## config.mk

```make
export PLATFORM = sky130hd
export DESIGN_NAME = utf8_validate_filter_flat
export DESIGN_NICKNAME = d
export VERILOG_FILES = /design/src/rtl/core/utf8vf_pkg.sv /design/src/rtl/core/utf8vf_in_if.sv /design/src/rtl/core/utf8vf_out_if.sv /design/src/rtl/core/utf8vf_front.sv /design/src/rtl/core/utf8vf_queue.sv /design/src/rtl/core/utf8vf_back.sv /design/src/rtl/core/utf8_validate_filter.sv /design/src/flat_wrapper.sv
export SDC_FILE = /design/constraint.sdc
export NUM_CORES = 1
export LEC_CHECK = 0
export ABC_AREA = 0
export BUFFER_PORTS_ARGS = -buffer_cell sky130_fd_sc_hd__clkbuf_2
export CELL_PAD_IN_SITES_DETAIL_PLACEMENT = 0
export CELL_PAD_IN_SITES_GLOBAL_PLACEMENT = 1
export CORE_MARGIN = 5
export CORE_UTILIZATION = 53
export CTS_CLUSTER_DIAMETER = 100
export DETAILED_ROUTE_END_ITERATION = 8
export PLACE_DENSITY_LB_ADDON = 0.12
export SETUP_SLACK_MARGIN = 0.2
export SLEW_MARGIN = 10
export SYNTH_ARGS = -nofsm -noshare
export SYNTH_HDL_FRONTEND = slang
export SYNTH_SLANG_ARGS = --single-unit
```

## constraint.sdc

```tcl
create_clock -name clk -period 4.23 [get_ports clk]
set_input_delay 0.423 -clock clk [delete_from_list [all_inputs] [get_ports clk]]
set_output_delay 0.423 -clock clk [all_outputs]
set_load 0.1 [all_outputs]
```

## src/rtl/core/utf8vf_pkg.sv

```systemverilog
// ----------------------------------------------------------------------------
// utf8vf_pkg
// Types, constants and helper functions shared by the UTF-8 filter modules.
// ----------------------------------------------------------------------------
`default_nettype none

package utf8vf_pkg;

	localparam int CFG_IDX_W  = 1;
	localparam int CFG_DATA_W = 8;

	localparam logic [CFG_IDX_W-1:0] REG_FILTER_ENABLE    = 1'b0;
	localparam logic [CFG_IDX_W-1:0] REG_REPLACEMENT_CHAR = 1'b1;

	localparam logic       FILTER_ENABLE_RST    = 1'b1;
	localparam logic [7:0] REPLACEMENT_CHAR_RST = 8'd95;

	localparam logic [2:0] LEN_NONE = 3'd0;
	localparam logic [2:0] LEN_2    = 3'd2;
	localparam logic [2:0] LEN_3    = 3'd3;
	localparam logic [2:0] LEN_4    = 3'd4;

	localparam logic [20:0] CP_LIMIT   = 21'h110000;
	localparam logic [9:0]  CP_SURR    = 10'h01B;
	localparam logic [20:0] CP_NC_LO   = 21'h00FDD0;
	localparam logic [20:0] CP_NC_HI   = 21'h00FDEF;
	localparam logic [20:0] CP_MIN_2   = 21'h000080;
	localparam logic [20:0] CP_MIN_3   = 21'h000800;
	localparam logic [20:0] CP_MIN_4   = 21'h010000;

	typedef struct packed {
		logic       filter_enable;
		logic [7:0] replacement_char;
	} cfg_t;

	// Up to four results of one input byte; only the last may be the terminator.
	typedef struct packed {
		logic [3:0][7:0] data;
		logic [2:0]      cnt;
		logic            term;
		logic            str_valid;
	} cmd_t;

	function automatic logic cp_ok(input logic [20:0] cp, input logic [2:0] len);
		logic [20:0] cp_min;
		logic        ok;
		case (len)
			LEN_2:   cp_min = CP_MIN_2;
			LEN_3:   cp_min = CP_MIN_3;
			default: cp_min = CP_MIN_4;
		endcase
		ok = (cp >= cp_min) && (cp < CP_LIMIT);
		if (cp[20:11] == CP_SURR)
			ok = 1'b0;
		if (cp >= CP_NC_LO && cp <= CP_NC_HI)
			ok = 1'b0;
		if (&cp[15:1])
			ok = 1'b0;
		return ok;
	endfunction

endpackage

`default_nettype wire

```

## src/rtl/core/utf8vf_in_if.sv

```systemverilog
// ----------------------------------------------------------------------------
// utf8vf_in_if
// Input byte channel: valid/ready handshake with one string byte.
// ----------------------------------------------------------------------------
`default_nettype none

interface utf8vf_in_if;
	logic       valid;
	logic       ready;
	logic [7:0] in_byte;

	modport source(output valid, output in_byte, input ready);
	modport sink(input valid, input in_byte, output ready);
endinterface

`default_nettype wire

```

## src/rtl/core/utf8vf_out_if.sv

```systemverilog
// ----------------------------------------------------------------------------
// utf8vf_out_if
// Result channel: valid/ready handshake with filtered byte and end flags.
// ----------------------------------------------------------------------------
`default_nettype none

interface utf8vf_out_if;
	logic       valid;
	logic       ready;
	logic [7:0] out_byte;
	logic       is_last;
	logic       string_valid;

	modport source(output valid, output out_byte, output is_last, output string_valid,
		input ready);
	modport sink(input valid, input out_byte, input is_last, input string_valid,
		output ready);
endinterface

`default_nettype wire

```

## src/rtl/core/utf8vf_front.sv

```systemverilog
// ----------------------------------------------------------------------------
// utf8vf_front
// Decoder: takes one byte per transfer, tracks the open sequence and issues
// one command holding all results of that byte, when the byte has any.
// ----------------------------------------------------------------------------
`default_nettype none

module utf8vf_front
	import utf8vf_pkg::*;
(
	input  wire logic       clk,
	input  wire logic       arst_n,
	utf8vf_in_if.sink       in_ch,
	input  wire cfg_t       cfg,
	input  wire logic       q_full,
	output logic            push,
	output cmd_t            cmd
);

	logic [2:0]      exp_q, exp_d;
	logic [2:0]      pcnt_q, pcnt_d;
	logic [20:0]     cp_q, cp_d;
	logic            err_q, err_d;
	logic [3:0][7:0] pend_q;

	logic            pend_we;
	logic [1:0]      pend_idx;
	logic [7:0]      b;
	logic [20:0]     cp_ext;
	logic [2:0]      pcnt_inc;
	logic [2:0]      k;
	logic            err_w;
	logic [7:0]      sd;
	logic            sc;
	logic            acc;

	assign in_ch.ready = !q_full;
	assign acc         = in_ch.valid && !q_full;
	assign push        = acc && (cmd.cnt != 3'd0);

	always_comb begin
		b        = in_ch.in_byte;
		cp_ext   = {cp_q[14:0], b[5:0]};
		pcnt_inc = pcnt_q + 3'd1;
		exp_d    = exp_q;
		pcnt_d   = pcnt_q;
		cp_d     = cp_q;
		err_d    = err_q;
		pend_we  = 1'b0;
		pend_idx = pcnt_q[1:0];
		k        = 3'd0;
		err_w    = err_q;
		sd       = cfg.replacement_char;
		sc       = 1'b0;
		cmd.cnt       = 3'd0;
		cmd.term      = 1'b0;
		cmd.str_valid = 1'b0;
		for (int i = 0; i < 4; i++)
			cmd.data[i] = cfg.replacement_char;

		if (exp_q != LEN_NONE && b[7:6] == 2'b10) begin
			cp_d     = cp_ext;
			pcnt_d   = pcnt_inc;
			pend_we  = 1'b1;
			if (pcnt_inc == exp_q) begin
				exp_d  = LEN_NONE;
				pcnt_d = 3'd0;
				cp_d   = '0;
				if (cp_ok(cp_ext, exp_q)) begin
					for (int i = 0; i < 4; i++)
						cmd.data[i] = (3'(i) == pcnt_q) ? b : pend_q[i];
				end else begin
					err_d = 1'b1;
				end
				cmd.cnt = cfg.filter_enable ? exp_q : 3'd0;
			end
		end else begin
			if (exp_q != LEN_NONE) begin
				err_w  = 1'b1;
				k      = cfg.filter_enable ? pcnt_q : 3'd0;
				exp_d  = LEN_NONE;
				pcnt_d = 3'd0;
				cp_d   = '0;
			end
			err_d = err_w;
			if (b == 8'h00) begin
				sd            = 8'h00;
				sc            = 1'b1;
				cmd.term      = 1'b1;
				cmd.str_valid = !err_w;
				err_d         = 1'b0;
				exp_d         = LEN_NONE;
				pcnt_d        = 3'd0;
				cp_d          = '0;
			end else if (!b[7]) begin
				sd = b;
				sc = cfg.filter_enable;
			end else if (b[7:5] == 3'b110) begin
				exp_d    = LEN_2;
				cp_d     = {16'b0, b[4:0]};
				pcnt_d   = 3'd1;
				pend_we  = 1'b1;
				pend_idx = 2'd0;
			end else if (b[7:4] == 4'b1110) begin
				exp_d    = LEN_3;
				cp_d     = {17'b0, b[3:0]};
				pcnt_d   = 3'd1;
				pend_we  = 1'b1;
				pend_idx = 2'd0;
			end else if (b[7:3] == 5'b11110) begin
				exp_d    = LEN_4;
				cp_d     = {18'b0, b[2:0]};
				pcnt_d   = 3'd1;
				pend_we  = 1'b1;
				pend_idx = 2'd0;
			end else begin
				err_d = 1'b1;
				sc    = cfg.filter_enable;
			end
			for (int i = 0; i < 4; i++)
				cmd.data[i] = (3'(i) < k) ? cfg.replacement_char : sd;
			cmd.cnt = k + {2'b0, sc};
		end
	end

	always_ff @(posedge clk or negedge arst_n) begin
		if (!arst_n) begin
			exp_q  <= LEN_NONE;
			pcnt_q <= 3'd0;
			cp_q   <= '0;
			err_q  <= 1'b0;
		end else if (acc) begin
			exp_q  <= exp_d;
			pcnt_q <= pcnt_d;
			cp_q   <= cp_d;
			err_q  <= err_d;
		end
	end

	always_ff @(posedge clk) begin
		if (acc && pend_we)
			pend_q[pend_idx] <= b;
	end

endmodule

`default_nettype wire

```

## src/rtl/core/utf8vf_queue.sv

```systemverilog
// ----------------------------------------------------------------------------
// utf8vf_queue
// Small command queue between decoder and output sequencer.
// ----------------------------------------------------------------------------
`default_nettype none

module utf8vf_queue
	import utf8vf_pkg::*;
#(
	parameter int DEPTH = 4
) (
	input  wire logic clk,
	input  wire logic arst_n,
	input  wire logic push,
	input  wire cmd_t din,
	output logic      full,
	input  wire logic pop,
	output cmd_t      dout,
	output logic      empty
);

	localparam int PW = (DEPTH > 1) ? $clog2(DEPTH) : 1;
	localparam int CW = $clog2(DEPTH + 1);

	cmd_t          mem_q [DEPTH];
	logic [PW-1:0] wr_ptr_q;
	logic [PW-1:0] rd_ptr_q;
	logic [CW-1:0] count_q;

	assign full  = (count_q == CW'(DEPTH));
	assign empty = (count_q == '0);
	assign dout  = mem_q[rd_ptr_q];

	always_ff @(posedge clk or negedge arst_n) begin
		if (!arst_n) begin
			wr_ptr_q <= '0;
			rd_ptr_q <= '0;
			count_q  <= '0;
		end else begin
			if (push)
				wr_ptr_q <= (wr_ptr_q == PW'(DEPTH - 1)) ? '0 : wr_ptr_q + PW'(1);
			if (pop)
				rd_ptr_q <= (rd_ptr_q == PW'(DEPTH - 1)) ? '0 : rd_ptr_q + PW'(1);
			if (push && !pop)
				count_q <= count_q + CW'(1);
			else if (pop && !push)
				count_q <= count_q - CW'(1);
		end
	end

	always_ff @(posedge clk) begin
		if (push)
			mem_q[wr_ptr_q] <= din;
	end

endmodule

`default_nettype wire

```

## src/rtl/core/utf8vf_back.sv

```systemverilog
// ----------------------------------------------------------------------------
// utf8vf_back
// Output sequencer: walks the head command one result per cycle into the
// output register while that register is empty or the receiver is ready.
// ----------------------------------------------------------------------------
`default_nettype none

module utf8vf_back
	import utf8vf_pkg::*;
(
	input  wire logic   clk,
	input  wire logic   arst_n,
	input  wire cmd_t   head,
	input  wire logic   q_empty,
	output logic        pop,
	utf8vf_out_if.source out_ch
);

	logic [1:0] pos_q;
	logic       valid_q;
	logic [7:0] byte_q;
	logic       last_q;
	logic       sv_q;
	logic       load;
	logic       at_end;

	assign load   = !valid_q || out_ch.ready;
	assign at_end = ({1'b0, pos_q} + 3'd1) == head.cnt;
	assign pop    = load && !q_empty && at_end;

	assign out_ch.valid        = valid_q;
	assign out_ch.out_byte     = byte_q;
	assign out_ch.is_last      = last_q;
	assign out_ch.string_valid = sv_q;

	always_ff @(posedge clk or negedge arst_n) begin
		if (!arst_n) begin
			valid_q <= 1'b0;
			pos_q   <= 2'd0;
		end else if (load) begin
			valid_q <= !q_empty;
			if (!q_empty)
				pos_q <= at_end ? 2'd0 : pos_q + 2'd1;
		end
	end

	always_ff @(posedge clk) begin
		if (load && !q_empty) begin
			byte_q <= head.data[pos_q];
			last_q <= head.term && at_end;
			sv_q   <= head.str_valid && at_end;
		end
	end

endmodule

`default_nettype wire

```

## src/rtl/core/utf8_validate_filter.sv

```systemverilog
// ----------------------------------------------------------------------------
// utf8_validate_filter
// UTF-8 validating filter for NUL-terminated byte strings.
//
// in_ch carries one string byte per transfer; byte 0 ends the string.
// out_ch carries results: filtered bytes (filter mode) and always one
// terminating result with is_last set and string_valid giving the verdict.
// wr_en/wr_index/wr_data write filter_enable (index 0) and
// replacement_char (index 1); write only while the block is idle.
// Input takes one byte per cycle while the command queue has room and
// out_ch gives one result per cycle while the receiver is ready. The
// output sequencer sends the results of one byte one after another. With
// the queue and the output register empty, the first result of a byte is
// registered in the queue and then in the output register. in_ch.ready
// drops while the QUEUE_DEPTH-entry command queue is full; a stalled
// receiver fills it and then holds off input.
// Reset clears the open sequence, the error flag and the queue, and sets
// filter_enable to 1 and replacement_char to 95.
// ----------------------------------------------------------------------------
`default_nettype none

module utf8_validate_filter
	import utf8vf_pkg::*;
#(
	parameter int QUEUE_DEPTH = 4
) (
	input  wire logic                  clk,
	input  wire logic                  arst_n,
	utf8vf_in_if.sink                  in_ch,
	utf8vf_out_if.source               out_ch,
	input  wire logic                  wr_en,
	input  wire logic [CFG_IDX_W-1:0]  wr_index,
	input  wire logic [CFG_DATA_W-1:0] wr_data
);

	cfg_t cfg_q;
	cmd_t cmd;
	cmd_t head;
	logic push;
	logic pop;
	logic q_full;
	logic q_empty;

	always_ff @(posedge clk or negedge arst_n) begin
		if (!arst_n) begin
			cfg_q.filter_enable    <= FILTER_ENABLE_RST;
			cfg_q.replacement_char <= REPLACEMENT_CHAR_RST;
		end else if (wr_en) begin
			case (wr_index)
				REG_FILTER_ENABLE:    cfg_q.filter_enable    <= wr_data[0];
				REG_REPLACEMENT_CHAR: cfg_q.replacement_char <= wr_data;
				default: ;
			endcase
		end
	end

	utf8vf_front u_front (
		.clk    (clk),
		.arst_n (arst_n),
		.in_ch  (in_ch),
		.cfg    (cfg_q),
		.q_full (q_full),
		.push   (push),
		.cmd    (cmd)
	);

	utf8vf_queue #(
		.DEPTH (QUEUE_DEPTH)
	) u_queue (
		.clk    (clk),
		.arst_n (arst_n),
		.push   (push),
		.din    (cmd),
		.full   (q_full),
		.pop    (pop),
		.dout   (head),
		.empty  (q_empty)
	);

	utf8vf_back u_back (
		.clk     (clk),
		.arst_n  (arst_n),
		.head    (head),
		.q_empty (q_empty),
		.pop     (pop),
		.out_ch  (out_ch)
	);

endmodule

`default_nettype wire

```

## src/flat_wrapper.sv

```systemverilog
// flat-port wrapper written by rule: the top's interface ports become plain ports
module utf8_validate_filter_flat import utf8vf_pkg::*;
#(
	parameter int QUEUE_DEPTH = 4
)
  (clk, arst_n, wr_en, wr_index, wr_data, in_ch_valid, in_ch_in_byte, in_ch_ready, out_ch_valid, out_ch_out_byte, out_ch_is_last, out_ch_string_valid, out_ch_ready);
  utf8vf_in_if in_ch_i ();
  utf8vf_out_if out_ch_i ();
  input  wire logic clk;
  input  wire logic arst_n;
  input  wire logic wr_en;
  input  wire logic [CFG_IDX_W-1:0] wr_index;
  input  wire logic [CFG_DATA_W-1:0] wr_data;
  input wire logic [$bits(in_ch_i.valid)-1:0] in_ch_valid;
  input wire logic [$bits(in_ch_i.in_byte)-1:0] in_ch_in_byte;
  output wire logic [$bits(in_ch_i.ready)-1:0] in_ch_ready;
  output wire logic [$bits(out_ch_i.valid)-1:0] out_ch_valid;
  output wire logic [$bits(out_ch_i.out_byte)-1:0] out_ch_out_byte;
  output wire logic [$bits(out_ch_i.is_last)-1:0] out_ch_is_last;
  output wire logic [$bits(out_ch_i.string_valid)-1:0] out_ch_string_valid;
  input wire logic [$bits(out_ch_i.ready)-1:0] out_ch_ready;
  assign in_ch_i.valid = in_ch_valid;
  assign in_ch_i.in_byte = in_ch_in_byte;
  assign in_ch_ready = in_ch_i.ready;
  assign out_ch_valid = out_ch_i.valid;
  assign out_ch_out_byte = out_ch_i.out_byte;
  assign out_ch_is_last = out_ch_i.is_last;
  assign out_ch_string_valid = out_ch_i.string_valid;
  assign out_ch_i.ready = out_ch_ready;
  utf8_validate_filter #(.QUEUE_DEPTH(QUEUE_DEPTH)) u_core (.clk(clk), .arst_n(arst_n), .in_ch(in_ch_i), .out_ch(out_ch_i), .wr_en(wr_en), .wr_index(wr_index), .wr_data(wr_data));
endmodule
```

==> out/results.ini <==
[critical_path]
crit_chain=nor2b_1 > nand2_1 > ha_1 > a21boi_0 > o31ai_1 > nand3_1 > and3_4 > a222oi_1
reg2reg_depth=8
crit_path_start_kind=flip-flop
critPathMaxFanout=12
crit_required_ps=4420
critPathCaptureType=flip-flop
slowest_delay_ps=790
r2r_slack_ps=730
arrival_ps=3680
cp_slowest_cell=a222oi_1
regToRegStartpoint=u_core.u_front.exp_q[1]
r2r-end=u_core.u_queue.mem_q[2][8]
worstSetupPathType=reg2reg
crit_start=u_core.u_front.exp_q[1]

[floorplanning]
start_util_pct=53.5
die_h_um=147
io_pins=34
core_area_um2=18600
die_w_um=147
rows=50
fp.dieArea_um2=21600

[power]
leakagePower_uw=0.00412
power_density_nw_per_um2=665
peakVddDrop_v=0.000315

[logic_synthesis]
syn_nets=641
synth_common_cells=edfxtp_1 (190), inv_1 (51), mux4_2 (45), dfrtp_1 (34), nand2_1 (31)
synth_top_area_share_pct=57.4
synthTopCellsByArea=edfxtp_1 (57%), mux4_2 (10%), dfrtp_1 (8.6%)
synth_edf_count=190
synth_cell_type_count=54
synth_warnings=0
yosys.area.top_type=edfxtp_1
ys_ff_latch=231
ys_async_sr_fraction_pct=17.7
yosysSeqAreaShare_pct=67.8
avgSynthCellArea_um2=16.5
synth_ff_type=edfxtp_1
synth.most_common_cell=edfxtp_1
netlist_instances=601
netlist_area_um2=9940

[sta]
rsz0062_at_grt=no
tns_ps=0
min_period_ps=3500
relSlewSlack_pct=15.5
clock.fmax_ghz=0.286
fin_crit_sh_pct=82.7
slew_violations=0
tightest_slew_ps=1260
finalHoldViolCount=0
fin_skew_ps=8.66
setup_ws_ps=734
setup_viol=0

[clock_tree]
ctsResizeCount=0
worstSkewPairLatency_ps=510
cts-root-buf=clkbuf_16
cts_setup_buffers=0
cts.sinks=231
cts_tree=done
cts_max_path_buffers=3
cts_hold_repair.buffers=0
htreeDepth=1
cts_buffers=24
clkTransAtPathRegs_ps=60

[place]
gp_congestion=0.878
numPortBuffers=33
pre_cts_ws_ps=599
dp_hpwl_mm=14.2

[global_route]
antenna_found_initial=0
grt-ovfl-total=0
grt_start_max_net_pins=42
grt_pass1_vias=5858
grt_usage_pct=20.5
grt_pass1_wl_mm=34.5

[final_layout]
drive_gt1_share_pct=23.7
fillCellCount=1352
fin_nets=691
fin_util_pct=60.6
synthToLayoutAreaGrowth_pct=13.4
diodes=0

[route]
drc=0
drt-pass1-iter-count=9
drt_wl_total_mm=21.9
ant_nets=0
vias=5656
first_iter_violations=579
detail_route.wl_per_cell_um=24.2
viasPerCell=6.27

[job]
cap_viol_max_count=0

[hold_path]
hp-class=in2async

[outcome]
status=finished clean

[sequential cells by signal (all words and copies together), names as in the netlist, 3 cells and up]
name,cells
u_core.u_back.out_ch.out_byte,8
u_core.u_front.pend_q,32
u_core.u_queue.count_q,3
u_core.u_queue.mem_q,148
u_core.u_front.cp_q,15
u_core.u_front.pcnt_q,3
u_core.u_front.exp_q,3
u_core.cfg_q,9
[worst max-delay path by stage]
| stage | end | slack [ps] | cells past startpoint |
|---|---|---|---|
| global route | u_core.u_queue.mem_q[2][7] | 520 | 8 |
| finish | u_core.u_queue.mem_q[2][8] | 730 | 8 |
| detailed placement | u_core.u_queue.count_q[2] | 600 | 18 |
| floorplan | u_core.u_queue.mem_q[3][0] | 580 | 11 |
| CTS | u_core.u_queue.mem_q[1][7] | 780 | 8 |
| global placement | u_core.u_queue.count_q[2] | 720 | 18 |
[logic make-up (layout without fill, tap and decap cells)]
group                      after synthesis  count (layout)  synth area share (%)
DFF                                    231             231                  67.8
AOI/OAI and AO/OA                       97              97                  7.85
muxes                                   67              67                  12.6
xor gates and xnor gates                10              10                 0.881
and+or+nand+nor                        105             105                  5.43
adders and majority gates               18              18                  2.34
buffers and inverters                   73             140                  3.09
[routing by layer]
| layer | vias to the layer above | wire [um] | part of all wire (%) | global-route usage, % |
|---|---|---|---|---|
| li1 | 2502 | - | - | - |
| met2 | 226 | 10600 | 48 | 33.0 |
| met3 | 29 | 1380 | 6.3 | 3.12 |
| met4 | 0 | 438 | 2.0 | 5.59 |
| met1 | 2899 | 9460 | 43 | 29.8 |
| met5 | - | 0 | 0 | 0 |
[power by group]
| group | total, uW | internal (uW) | switching (uW) | leakage (uW) |
|---|---|---|---|---|
| sequential | 3090 | 2900 | 193 | 0.00223 |
| combinational | 2170 | 816 | 1350 | 0.00148 |
| clock | 2230 | 1380 | 849 | 0.000406 |
[final cells by class]
class,count,area (um2),share of cell area [%]
repair buffers,46,313,2.78
inverters,51,191,1.70
well taps,234,293,2.60
flip-flops and latches,231,6740,59.8
clock inverters,14,196,1.74
multi-input cells,297,2890,25.7
clock buffers,29,641,5.69
[cells in the final DEF, fill, tap and decap left out, types with 5 or more instances in the layout]
| cell | synthesis | final |
|---|---|---|
| and3_1 | 5 | 5 |
| clkbuf_16 | 0 | 25 |
| a21oi_1 | 11 | 11 |
| and2_1 | 9 | 8 |
| dfstp_2 | 7 | 7 |
| a22o_1 | 14 | 14 |
| nor2_1 | 20 | 20 |
| xor2_1 | 6 | 6 |
| nand2_1 | 31 | 31 |
| mux2_2 | 13 | 13 |
| clkbuf_2 | 0 | 32 |
| edfxtp_1 | 190 | 190 |
| inv_1 | 51 | 51 |
| dfrtp_1 | 34 | 33 |
| bufinv_16 | 0 | 5 |
| ha_1 | 17 | 17 |
| o21ai_0 | 12 | 12 |
| mux2i_1 | 9 | 9 |
| nor3_1 | 10 | 10 |
| buf_4 | 0 | 9 |
| a222oi_1 | 26 | 26 |
| nand3_1 | 7 | 7 |
| mux4_2 | 45 | 45 |
[critical path, delay by kind of cell (launching register included)]
family / cells / cell delay [ps]
flip-flops: 1 / 510
AO/OA/AOI/OAI: 3 / 1230
AND/OR/NAND/NOR: 4 / 1140
adder cells (fa/ha/maj): 1 / 310
[per-stage QoR]
stage               instance area [um2]  hold slack (ps)  power, uW  instances
finish                            11300             89.4       7490        902
global route                      11300              131       7850        902
CTS                               11300              131       7550        902
detailed placement                10400              486       5330        859
global placement                  10400              472       5280        859
floorplan                          9940              127       4770        601
No activity file was read; power rests on OpenSTA's default activity.
